## config.mk

```make
export PLATFORM = sky130hd
export DESIGN_NAME = bus_frame_monitor_parser
export DESIGN_NICKNAME = d
export VERILOG_FILES = /design/src/sv/bfm_pkg.sv /design/src/sv/bus_frame_monitor_parser.sv /design/src/sv/bfm_cfg_regs.sv /design/src/sv/bfm_parse.sv
export SDC_FILE = /design/constraint.sdc
export NUM_CORES = 1
export LEC_CHECK = 0
export ABC_AREA = 1
export BUFFER_PORTS_ARGS = -buffer_cell sky130_fd_sc_hd__buf_2
export CAP_MARGIN = 0
export CORE_ASPECT_RATIO = 0.6
export CORE_MARGIN = 2
export CORE_UTILIZATION = 55
export DETAILED_ROUTE_END_ITERATION = 6
export HOLD_SLACK_MARGIN = 0.05
export PLACE_DENSITY_LB_ADDON = 0.15
export SLEW_MARGIN = 15
export SYNTH_ARGS = -nofsm -noshare
export SYNTH_HDL_FRONTEND = slang
export SYNTH_HIERARCHICAL = 1
export SYNTH_SLANG_ARGS = --single-unit
```

## constraint.sdc

```tcl
create_clock -name clk -period 4 [get_ports clk]
set_input_delay 0.2 -clock clk [delete_from_list [all_inputs] [get_ports clk]]
set_output_delay 0.2 -clock clk [all_outputs]
set_load 0.03 [all_outputs]
```

## src/sv/bfm_pkg.sv

```systemverilog
`timescale 1ns / 1ps

package bfm_pkg;

  localparam int MAX_FRAME_LEN = 64;
  localparam int OVERFLOW_POS  = MAX_FRAME_LEN + 9;

  localparam logic [7:0] SYNC_BYTE  = 8'h9A;
  localparam logic [7:0] ACK_BYTE   = 8'h06;
  localparam logic [7:0] MAX_LEN_8  = 8'(MAX_FRAME_LEN);
  localparam logic [7:0] OVF_POS_8  = 8'(OVERFLOW_POS);
  localparam logic [7:0] POS_SYNC   = 8'd0;
  localparam logic [7:0] POS_SENDER = 8'd1;
  localparam logic [7:0] POS_LENGTH = 8'd2;
  localparam logic [7:0] POS_RECV   = 8'd3;
  localparam logic [7:0] POS_EXT    = 8'd4;

  localparam int RESULT_BITS = 50;
  localparam int TDATA_BITS  = 56;

  typedef enum logic [2:0] {
    ST_NONE  = 3'd0,
    ST_ERROR = 3'd1,
    ST_TOKEN = 3'd2,
    ST_EMPTY = 3'd3,
    ST_GOOD  = 3'd4,
    ST_BAD   = 3'd5,
    ST_ACK   = 3'd6
  } status_t;

  typedef enum logic {
    REG_CRC_POLY = 1'b0,
    REG_CRC_INIT = 1'b1
  } reg_index_t;

  typedef struct packed {
    logic [15:0] poly;
    logic [15:0] init;
  } crc_cfg_t;

  typedef struct packed {
    logic [15:0] computed_crc;
    logic [15:0] received_crc;
    logic [7:0]  frame_length;
    logic [6:0]  sender_address;
    status_t     frame_status;
  } result_t;

  // msb-first, one byte
  function automatic logic [15:0] crc_feed(input logic [15:0] crc_in,
                                           input logic [7:0]  data,
                                           input logic [15:0] poly);
    logic [15:0] crc;
    crc = crc_in ^ {data, 8'h00};
    for (int k = 0; k < 8; k++) begin
      if (crc[15]) begin
        crc = {crc[14:0], 1'b0} ^ poly;
      end else begin
        crc = {crc[14:0], 1'b0};
      end
    end
    return crc;
  endfunction

endpackage

```

## src/sv/bus_frame_monitor_parser.sv

```systemverilog
`timescale 1ns / 1ps

// bus frame monitor: one bus byte in, one frame status beat out
// s_tdata carries a byte seen on the bus; every byte gives exactly one
// m_tdata beat with the frame status, sender, length and, for a good or bad
// crc status, the received and computed crc-16
// the cfg channel writes the crc polynomial (index 0) and the initial
// value (index 1); cfg_ready is always high, write only while idle
// a byte taken on s_tvalid & s_tready reaches m_tvalid through an input
// register and a result register, with one byte's parse and crc update
// between them
// throughput: one byte per cycle while m_tready is high; the crc byte update is combinational
// when m_tready is low the result register holds its beat and one more
// byte may wait in the input register; s_tready drops only when both
// are full
// reset clears both registers, the frame position and the status history,
// and restores polynomial 0x1021 and initial value 0

module bus_frame_monitor_parser
  import bfm_pkg::*;
(
  input  logic                  clk,
  input  logic                  rst,
  input  logic                  s_tvalid,
  output logic                  s_tready,
  input  logic [7:0]            s_tdata,   // bus_byte
  output logic                  m_tvalid,
  input  logic                  m_tready,
  // frame_status[2:0], sender_address[9:3], frame_length[17:10],
  // received_crc[33:18], computed_crc[49:34], zero pad [55:50]
  output logic [TDATA_BITS-1:0] m_tdata,
  input  logic                  cfg_valid,
  output logic                  cfg_ready,
  input  logic                  cfg_index,
  input  logic [15:0]           cfg_data
);

  crc_cfg_t   crc_cfg;
  result_t    result;
  result_t    out_beat;
  logic [7:0] in_byte;
  logic       in_full;
  logic       out_full;
  logic       advance;

  assign advance  = in_full && (!out_full || m_tready);
  assign s_tready = !in_full || advance;

  bfm_cfg_regs u_cfg (
    .clk       (clk),
    .rst       (rst),
    .cfg_valid (cfg_valid),
    .cfg_ready (cfg_ready),
    .cfg_index (cfg_index),
    .cfg_data  (cfg_data),
    .crc_cfg   (crc_cfg)
  );

  bfm_parse u_parse (
    .clk      (clk),
    .rst      (rst),
    .step     (advance),
    .bus_byte (in_byte),
    .crc_cfg  (crc_cfg),
    .result   (result)
  );

  always_ff @(posedge clk) begin
    if (rst) begin
      in_full  <= 1'b0;
      out_full <= 1'b0;
    end else begin
      if (s_tvalid && s_tready) begin
        in_full <= 1'b1;
      end else if (advance) begin
        in_full <= 1'b0;
      end
      if (advance) begin
        out_full <= 1'b1;
      end else if (m_tready) begin
        out_full <= 1'b0;
      end
    end
  end

  always_ff @(posedge clk) begin
    if (s_tvalid && s_tready) begin
      in_byte <= s_tdata;
    end
    if (advance) begin
      out_beat <= result;
    end
  end

  assign m_tvalid = out_full;
  assign m_tdata  = {{(TDATA_BITS - RESULT_BITS){1'b0}}, out_beat};

endmodule

```

## src/sv/bfm_cfg_regs.sv

```systemverilog
`timescale 1ns / 1ps

module bfm_cfg_regs
  import bfm_pkg::*;
(
  input  logic        clk,
  input  logic        rst,
  input  logic        cfg_valid,
  output logic        cfg_ready,
  input  logic        cfg_index,
  input  logic [15:0] cfg_data,
  output crc_cfg_t    crc_cfg
);

  logic [15:0] poly;
  logic [15:0] init;

  assign cfg_ready = 1'b1;

  always_ff @(posedge clk) begin
    if (rst) begin
      poly <= 16'h1021;
      init <= 16'h0000;
    end else if (cfg_valid) begin
      case (reg_index_t'(cfg_index))
        REG_CRC_POLY: poly <= cfg_data;
        REG_CRC_INIT: init <= cfg_data;
        default: ;
      endcase
    end
  end

  assign crc_cfg.poly = poly;
  assign crc_cfg.init = init;

endmodule

```

## src/sv/bfm_parse.sv

```systemverilog
`timescale 1ns / 1ps

module bfm_parse
  import bfm_pkg::*;
(
  input  logic       clk,
  input  logic       rst,
  input  logic       step,
  input  logic [7:0] bus_byte,
  input  crc_cfg_t   crc_cfg,
  output result_t    result
);

  logic [7:0]  byte_position, byte_position_next;
  logic [7:0]  frame_len_hold, frame_len_hold_next;
  status_t     previous_status, previous_status_next;
  logic [6:0]  sender_hold, sender_hold_next;
  logic [15:0] received_crc_hold, received_crc_hold_next;
  logic [15:0] running_crc, running_crc_next;

  logic [15:0] crc_src;
  logic [15:0] crc_fed;
  logic [8:0]  pos_ext;
  logic [8:0]  len_p1;
  logic [8:0]  len_p2;
  status_t     status;

  assign crc_src = (byte_position == POS_SYNC) ? crc_cfg.init : running_crc;
  assign crc_fed = crc_feed(crc_src, bus_byte, crc_cfg.poly);
  assign pos_ext = {1'b0, byte_position};
  assign len_p1  = {1'b0, frame_len_hold} + 9'd1;
  assign len_p2  = {1'b0, frame_len_hold} + 9'd2;

  always_comb begin
    status                 = ST_NONE;
    running_crc_next       = running_crc;
    sender_hold_next       = sender_hold;
    frame_len_hold_next    = frame_len_hold;
    received_crc_hold_next = received_crc_hold;
    case (byte_position)
      POS_SYNC: begin
        running_crc_next = crc_fed;
        if ((previous_status == ST_GOOD || previous_status == ST_BAD) &&
            bus_byte == ACK_BYTE) begin
          status = ST_ACK;
        end else if (bus_byte != SYNC_BYTE) begin
          status = ST_ERROR;
        end
      end
      POS_SENDER: begin
        running_crc_next = crc_fed;
        if (bus_byte[7]) begin
          status = ST_TOKEN;
        end
        sender_hold_next = bus_byte[6:0];
      end
      POS_LENGTH: begin
        running_crc_next = crc_fed;
        if (bus_byte == 8'd0) begin
          status = ST_EMPTY;
        end else if (bus_byte > MAX_LEN_8) begin
          status = ST_ERROR;
        end else begin
          frame_len_hold_next = bus_byte;
        end
      end
      POS_RECV: begin
        if (bus_byte[7]) begin
          status = ST_ERROR;
        end else if (byte_position <= frame_len_hold) begin
          running_crc_next = crc_fed;
        end
      end
      POS_EXT: begin
        if (byte_position <= frame_len_hold) begin
          running_crc_next = crc_fed;
        end
      end
      default: begin
        if (pos_ext < len_p1) begin
          running_crc_next = crc_fed;
        end else if (pos_ext == len_p1) begin
          received_crc_hold_next = {bus_byte, 8'h00};
        end else if (pos_ext == len_p2) begin
          received_crc_hold_next = received_crc_hold | {8'h00, bus_byte};
          status = (received_crc_hold_next == running_crc) ? ST_GOOD : ST_BAD;
        end
      end
    endcase

    byte_position_next = byte_position + 8'd1;
    if (byte_position_next >= OVF_POS_8) begin
      status = ST_ERROR;
    end
    previous_status_next = previous_status;
    if (status != ST_NONE) begin
      byte_position_next   = 8'd0;
      previous_status_next = status;
    end

    result.frame_status   = status;
    result.sender_address = sender_hold_next;
    result.frame_length   = (byte_position == POS_LENGTH) ? bus_byte : frame_len_hold_next;
    if (status == ST_GOOD || status == ST_BAD) begin
      result.received_crc = received_crc_hold_next;
      result.computed_crc = running_crc;
    end else begin
      result.received_crc = 16'h0000;
      result.computed_crc = 16'h0000;
    end
  end

  always_ff @(posedge clk) begin
    if (rst) begin
      byte_position     <= 8'd0;
      frame_len_hold    <= 8'd0;
      previous_status   <= ST_NONE;
      sender_hold       <= 7'd0;
      received_crc_hold <= 16'h0000;
      running_crc       <= 16'h0000;
    end else if (step) begin
      byte_position     <= byte_position_next;
      frame_len_hold    <= frame_len_hold_next;
      previous_status   <= previous_status_next;
      sender_hold       <= sender_hold_next;
      received_crc_hold <= received_crc_hold_next;
      running_crc       <= running_crc_next;
    end
  end

endmodule
```

-- Yosys cells after proc, flatten, opt, wreduce, memory -nomap -nowiden
Index checks and enable logic that the tools add are counted.
- register bits after elaboration: 150
- bits of input ports: 30
- output and inout bits: 59
- muxes and demuxes: 39
- reductions and logical operators: 21
- bitwise gates (word level): 11
- $lt $le $gt $ge: 4
- eq/ne operators: 14
- add/sub/neg operators: 3
- operators by type and width (cell ; count):
    $mux 16 ; 16
    $xor 16x16->16 ; 9
    $pmux 16 s3 ; 1
    $mux 8 ; 5
    $eq 8x9->1 ; 2
    $mux 3 ; 6
    $eq 16x16->1 ; 1
    $eq 8x2->1 const B ; 2
    $eq 8x3->1 const B ; 2
    $logic_not 8->1 ; 2
    $or 16x8->16 ; 1
    $pmux 3 s5 ; 1
    $eq 3x3->1 const B ; 4
    $add 8x1->9 const B ; 1
    $add 8x2->9 const B ; 1
    $lt 8x9->1 ; 1
    $add 8x1->8 const B ; 1
    $eq 8x1->1 const B ; 1
    $ge 8x7->1 const B ; 1
    $gt 8x7->1 const B ; 1
    $le 8x8->1 ; 1
    $mux 1 ; 8
    $ne 8x8->1 const B ; 1
    $mux 7 ; 1
    other kinds (13) ; 22

-- Logic depth before layout (Yosys ltp)
- word-level depth: 22
- mapped depth: 36
- depth with buffers taken out: 35

-- Cells and area by module
The synthesis kept the hierarchy.
- modules (own cells, without submodules) (module ; area each (um^2) ; cells each ; sequential area each (um^2) ; instances):
    bfm_parse ; 7120.6 ; 1289 ; 1141.1 ; 1
    bus_frame_monitor_parser ; 1881.8 ; 77 ; 1781.7 ; 1
    bfm_cfg_regs ; 1301.2 ; 174 ; 640.6 ; 1

-- Worst setup path before layout
OpenSTA, ideal clock, no wires.
- path kind: register to register
- start point: reg out_full (netlist: m_tvalid)
- end point: reg u_parse.running_crc[1]
- buffers on the path: 2
- stages on the path, launching flop included: 9
- path slack: -280 ps
- data arrival time: 4170 ps
- required time: 3891 ps
- path through: dfxtp_1 a21oi_1 clkbuf_1 o21ai_0 nor3_1 clkbuf_1 nand3_1 nand2_1 inv_1
- word-level cells in the longest chain between the ends: 4
- ends and longest elaborated chain (what ; RTL line ; text):
    from (decl) ; bus_frame_monitor_parser.sv:43 ; logic out_full;
    from (signal assigned) ; bus_frame_monitor_parser.sv:71 ; out_full <= 1'b0;
    from (signal assigned) ; bus_frame_monitor_parser.sv:79 ; out_full <= 1'b1;
    from (signal assigned) ; bus_frame_monitor_parser.sv:81 ; out_full <= 1'b0;
    $logic_not 1->1 ; bus_frame_monitor_parser.sv:46 ; assign advance = in_full && (!out_full || m_tready);
    $logic_or 1x1->1 ; bus_frame_monitor_parser.sv:46 ;
    $logic_and 1x1->1 ; bus_frame_monitor_parser.sv:46 ;
    via advance ; bus_frame_monitor_parser.sv:44 ; logic advance;
    $reduce_and 3->1 (no line) ; n/a ;
    to (signal assigned) ; bfm_parse.sv:127 ; running_crc <= running_crc_next;
    to (decl) ; bfm_parse.sv:19 ; logic [15:0] running_crc, running_crc_next;
The timed path passes the listed nets, and every way through them passes these cells.
A chain may end at the register's enable or synchronous reset.

-- Worst setup path in the final report
- start point: reg u_parse.byte_position[0]
- end point: reg u_parse.running_crc[3]
- word-level cells in the longest chain between the ends: 21
- ends and longest elaborated chain (what ; RTL line ; text):
    from (decl) ; bfm_parse.sv:14 ; logic [7:0] byte_position, byte_position_next;
    from (signal assigned) ; bfm_parse.sv:122 ; byte_position <= byte_position_next;
    $logic_not 8->1 ; bfm_parse.sv:28, bfm_parse.sv:40 ;
    $mux 16 ; bfm_parse.sv:28 ; assign crc_src = (byte_position == POS_SYNC) ? crc_cfg.init : running_crc;
    $xor 16x16->16 ; bfm_pkg.sv:54 ; crc = crc_in ^ {data, 8'h00};
    $xor 16x16->16 ; bfm_pkg.sv:57 ; crc = {crc[14:0], 1'b0} ^ poly;
    $mux 16 ; bfm_pkg.sv:56 ; if (crc[15]) begin
    $xor 16x16->16 ; bfm_pkg.sv:57 ;
    $mux 16 ; bfm_pkg.sv:56 ;
    $xor 16x16->16 ; bfm_pkg.sv:57 ;
    [... 5 more ...] ; n/a ;
    $mux 16 / $xor 16x16->16 (equally long branches) ; bfm_pkg.sv:56, bfm_pkg.sv:57 ;
    $xor 16x16->16 / $mux 16 (equally long branches) ; bfm_pkg.sv:57, bfm_pkg.sv:56 ;
    $mux 16 / $xor 16x16->16 (equally long branches) ; bfm_pkg.sv:56, bfm_pkg.sv:57 ;
    $xor 16x16->16 / $mux 16 (equally long branches) ; bfm_pkg.sv:57, bfm_pkg.sv:56 ;
    $mux 16 ; bfm_pkg.sv:56 ;
    $mux 16 ; bfm_parse.sv:70, bfm_parse.sv:75 ;
    $mux 16 ; bfm_parse.sv:68 ; if (bus_byte[7]) begin
    $pmux 16 s3 ; bfm_parse.sv:40 ; case (byte_position)
Parallel ways exist; a longest one is shown, timed or not. The select of a mux whose other input is x is not followed.

==> metrics.csv <==
stage,metric,value,unit
power,peak supply drop,0.320,mV
sta,min Tclk post-route,3.73,ns
logic_synthesis,post-synth top area share,17.7,%
placed_design,IO Port Bufs,81,
final_layout,layout overhead on the synthesized area,15.8,%
placed_design,placer congestion estimate,0.938,
sta,Max transition margin,42.1,%
global_route,GRT overflow,0,
setup_path,CP max stage delay,0.34,ns
floorplan,Core Rows,38,
logic_synthesis,Gate Count Post-Synth,1540,
logic_synthesis,mapped cell area,10300,µm²
power,pwr dens,409,nW/µm²
sta,Worst Skew,0.00996,ns
sta,setup violators final,0,
clock_tree,clk sinks,149,
job,max-cap viol count,0,
global_route,global-route wire length before repair,48600,µm
logic_synthesis,Mean Syn Cell Area,6.69,µm²
setup_path,Critical Path RT,4.32,ns
clock_tree,Clock Latency Late Sink,0.43,ns
global_route,antenna violations before repair,1,
final_layout,"Design Area, Final",11900,µm²
placed_design,HPWL Detailed,22500,µm
setup_path,WP data arrival,4.05,ns
placed_design,DP Cell Count,1828,
logic_synthesis,Yosys reg bits,149,
power,Flop pwr share,35.7,%
setup_path,startpoint types,register,
power,Gate power share,33.4,%
floorplan,core footprint,18200,µm²
clock_tree,Num CTS Buffers,17,
logic_synthesis,"Primary FF master, synth",dfxtp_1,
setup_path,crit path kind,register to register,
logic_synthesis,asr flop ratio synth,0,%
setup_path,worst-path fanout max,14,
setup_path,Crit path top cell by count,nand3_2,
clock_tree,root buf cell,clkbuf_16,
sta,hold violation total from the final report,0,
drt,final WL,31300,µm
logic_synthesis,post-synth top area cell,dfxtp_1,
power,switching part of the total,36.7,%
clock_tree,CTS tree,yes,
drt,initial drt markers,1380,
clock_tree,Clock transition at path regs,0.07,ns
sta,worst slew pin tran,0.867,ns
outcome,status,"finished, final reports clean",
power,Psw,1.79,mW
drt,DR vias/cell,5.62,
power,Clock power frac,30.9,%
clock_tree,CTS max path bufs,2,
logic_synthesis,"Seq/Total Area, Yosys",34.6,%
sta,Max Clk Rate,268,MHz
final_layout,Post-Layout Cell Count,1895,
logic_synthesis,number of synthesized flops with an enable pin,58,
logic_synthesis,top post-synthesis cells by area,"dfxtp_1 (18%), edfxtp_1 (17%), nand2_1 (16%), nand3_1 (9.4%), inv_1 (7.2%)",
final_layout,share of layout cells above drive strength 1,14.9,%
placed_design,Placed Area,10900,µm²
global_route,vias in the first global route,9029,
setup_path,Setup crit end kind,register,
drt,TritonRoute pass-1 iters,6,
floorplan,die width,181,µm
clock_tree,H-tree depth,4,
drt,Routed Antenna Nets,0,
floorplan,I/O Pins,89,
global_route,overall routing resource usage,31.4,%
sta,Slew Limit Fails,0,
floorplan,Die Height,110,µm
final_layout,antenna cells,0,
floorplan,die area,19900,µm²
logic_synthesis,YS warnings,6,
logic_synthesis,Yosys cell types,48,
sta,Final period util,93.2,%
setup_path,slowest CP cell,dfxtp_1,
global_route,largest net degree at the start of global routing,81,
drt,routed len/inst,16.5,µm
power,Int Pwr,3.08,mW
final_layout,Final nets,1695,
drt,number of remaining DRC errors,0,
power,Leak Pwr,5.73,nW
drt,routed via count,10642,
hold_path,HP Class,input port to register,
floorplan,Initial Utilization,56.6,%
-- cells by family after synthesis --
group / after synthesis / synth area share [%]
other: 2 / 0.0729
XOR/XNOR: 42 / 3.64
AND/OR/NAND/NOR: 863 / 37.6
AO/OA/AOI/OAI: 168 / 9.03
flip-flops: 149 / 34.6
adder cells (fa/ha/maj): 23 / 2.79
buffers and inverters: 293 / 12.3
-- layout make-up --
type / instances / area (µm²)
clock buffers: 22 / 485
clock inverters: 10 / 68.8
fillers: 1590 / 6280
inverters: 206 / 776
multi-input cells: 1104 / 5590
flip-flops and latches: 149 / 3560
well taps: 240 / 300
repair buffers: 164 / 1140
-- worst max-delay path, delay by kind of cell (launching register included) --
| family | cells | cell delay [ns] |
|---|---|---|
| simple gates | 23 | 2.59 |
| buf+inv | 6 | 0.53 |
| flops | 1 | 0.34 |
| fa+ha+maj | 1 | 0.15 |
-- repair_timing --
action,CTS,global route
setup buffers,1,9
endpoints found under the setup margin,13,17
gates cloned,0,2
pin swaps,1,7
gates resized for setup,2,20
endpoints found under the hold margin,24,0
hold buffers,23,0
-- metrics by stage --
step / utilization [%] / setup WS, ns / power [mW] / TNS [ns] / hold slack (ns)
finish: 65.5 / 0.271 / 4.88 / 0 / 0.0818
CTS: 64.5 / 0.0311 / 4.77 / 0 / 0.0559
global route: 65.5 / -0.0173 / 5.16 / -0.0667 / 0.0781
global placement: 60.1 / 0.0956 / 3.20 / 0 / 0.376
detailed placement: 60.1 / -0.0772 / 3.24 / -0.676 / 0.379
floorplan: - / 0.520 / 2.93 / 0 / 0.262
-- placed cells by master, fill, tap and decap left out, types with 14 or more instances in the layout --
master         instances
ha_1                  22
nor4_1                16
a21oi_1               64
o21ai_0               72
dfxtp_1               91
nor2_1               126
buf_2                 81
nand2_1              440
inv_1                197
nand3_2               14
nand4_1               17
nand2_2               14
dlygate4sd3_1         23
buf_4                 55
edfxtp_1              58
clkbuf_16             19
nand3_1              194
xor2_1                31
-- per-layer routing --
layer  up-vias  track usage [%]  wire length, µm
li1       5137                -                -
met3        23             7.85             4100
met1      4865             48.4            14500
met4         0             6.05              209
met5         -                0                0
met2       617             43.8            12500
-- registers in the layout, summed over array words and instances (netlist names), 2 cells and up, named ones only --
| name | count |
|---|---|
| u_parse/previous_status | 2 |
| u_parse/received_crc_hold | 16 |
| u_cfg/init | 16 |
| in_byte | 8 |
| u_parse/running_crc | 16 |
| u_parse/sender_hold | 7 |
| m_tdata | 50 |
| u_parse/byte_position | 8 |
| u_cfg/poly | 16 |
-- cells in the mapped netlist, types with 17 or more instances --
master    count
nand2_1     443
inv_1       199
nand3_1     194
nor2_1      127
dfxtp_1      91
o21ai_0      72
a21oi_1      65
edfxtp_1     58
clkbuf_1     42
xor2_1       31
ha_1         23
buf_2        17
nand4_1      17
-- worst paths after layout --
kind | startpoint | endpoint | slack [ns] | cells past startpoint
worst max register to register | u_parse/byte_position[0] | u_parse/running_crc[3] | 0.27 | 30
worst min register to register | u_cfg/init[6] | u_cfg/init[6] | 0.46 | 2
worst max-delay path | u_parse/byte_position[0] | u_parse/running_crc[3] | 0.27 | 30
worst min-delay path | cfg_data[5] | u_cfg/poly[5] | 0.08 | 3
-- power groups by stage --
stage | Sequential, mW | Combinational (mW) | Clock, mW
finish | 1.74 | 1.63 | 1.51
global route | 1.75 | 1.81 | 1.60
CTS | 1.73 | 1.50 | 1.53
detailed placement | 1.77 | 1.47 | 0
global placement | 1.76 | 1.44 | 0
floorplan | 1.77 | 1.16 | 0
No activity file was read; power rests on OpenSTA's default activity.
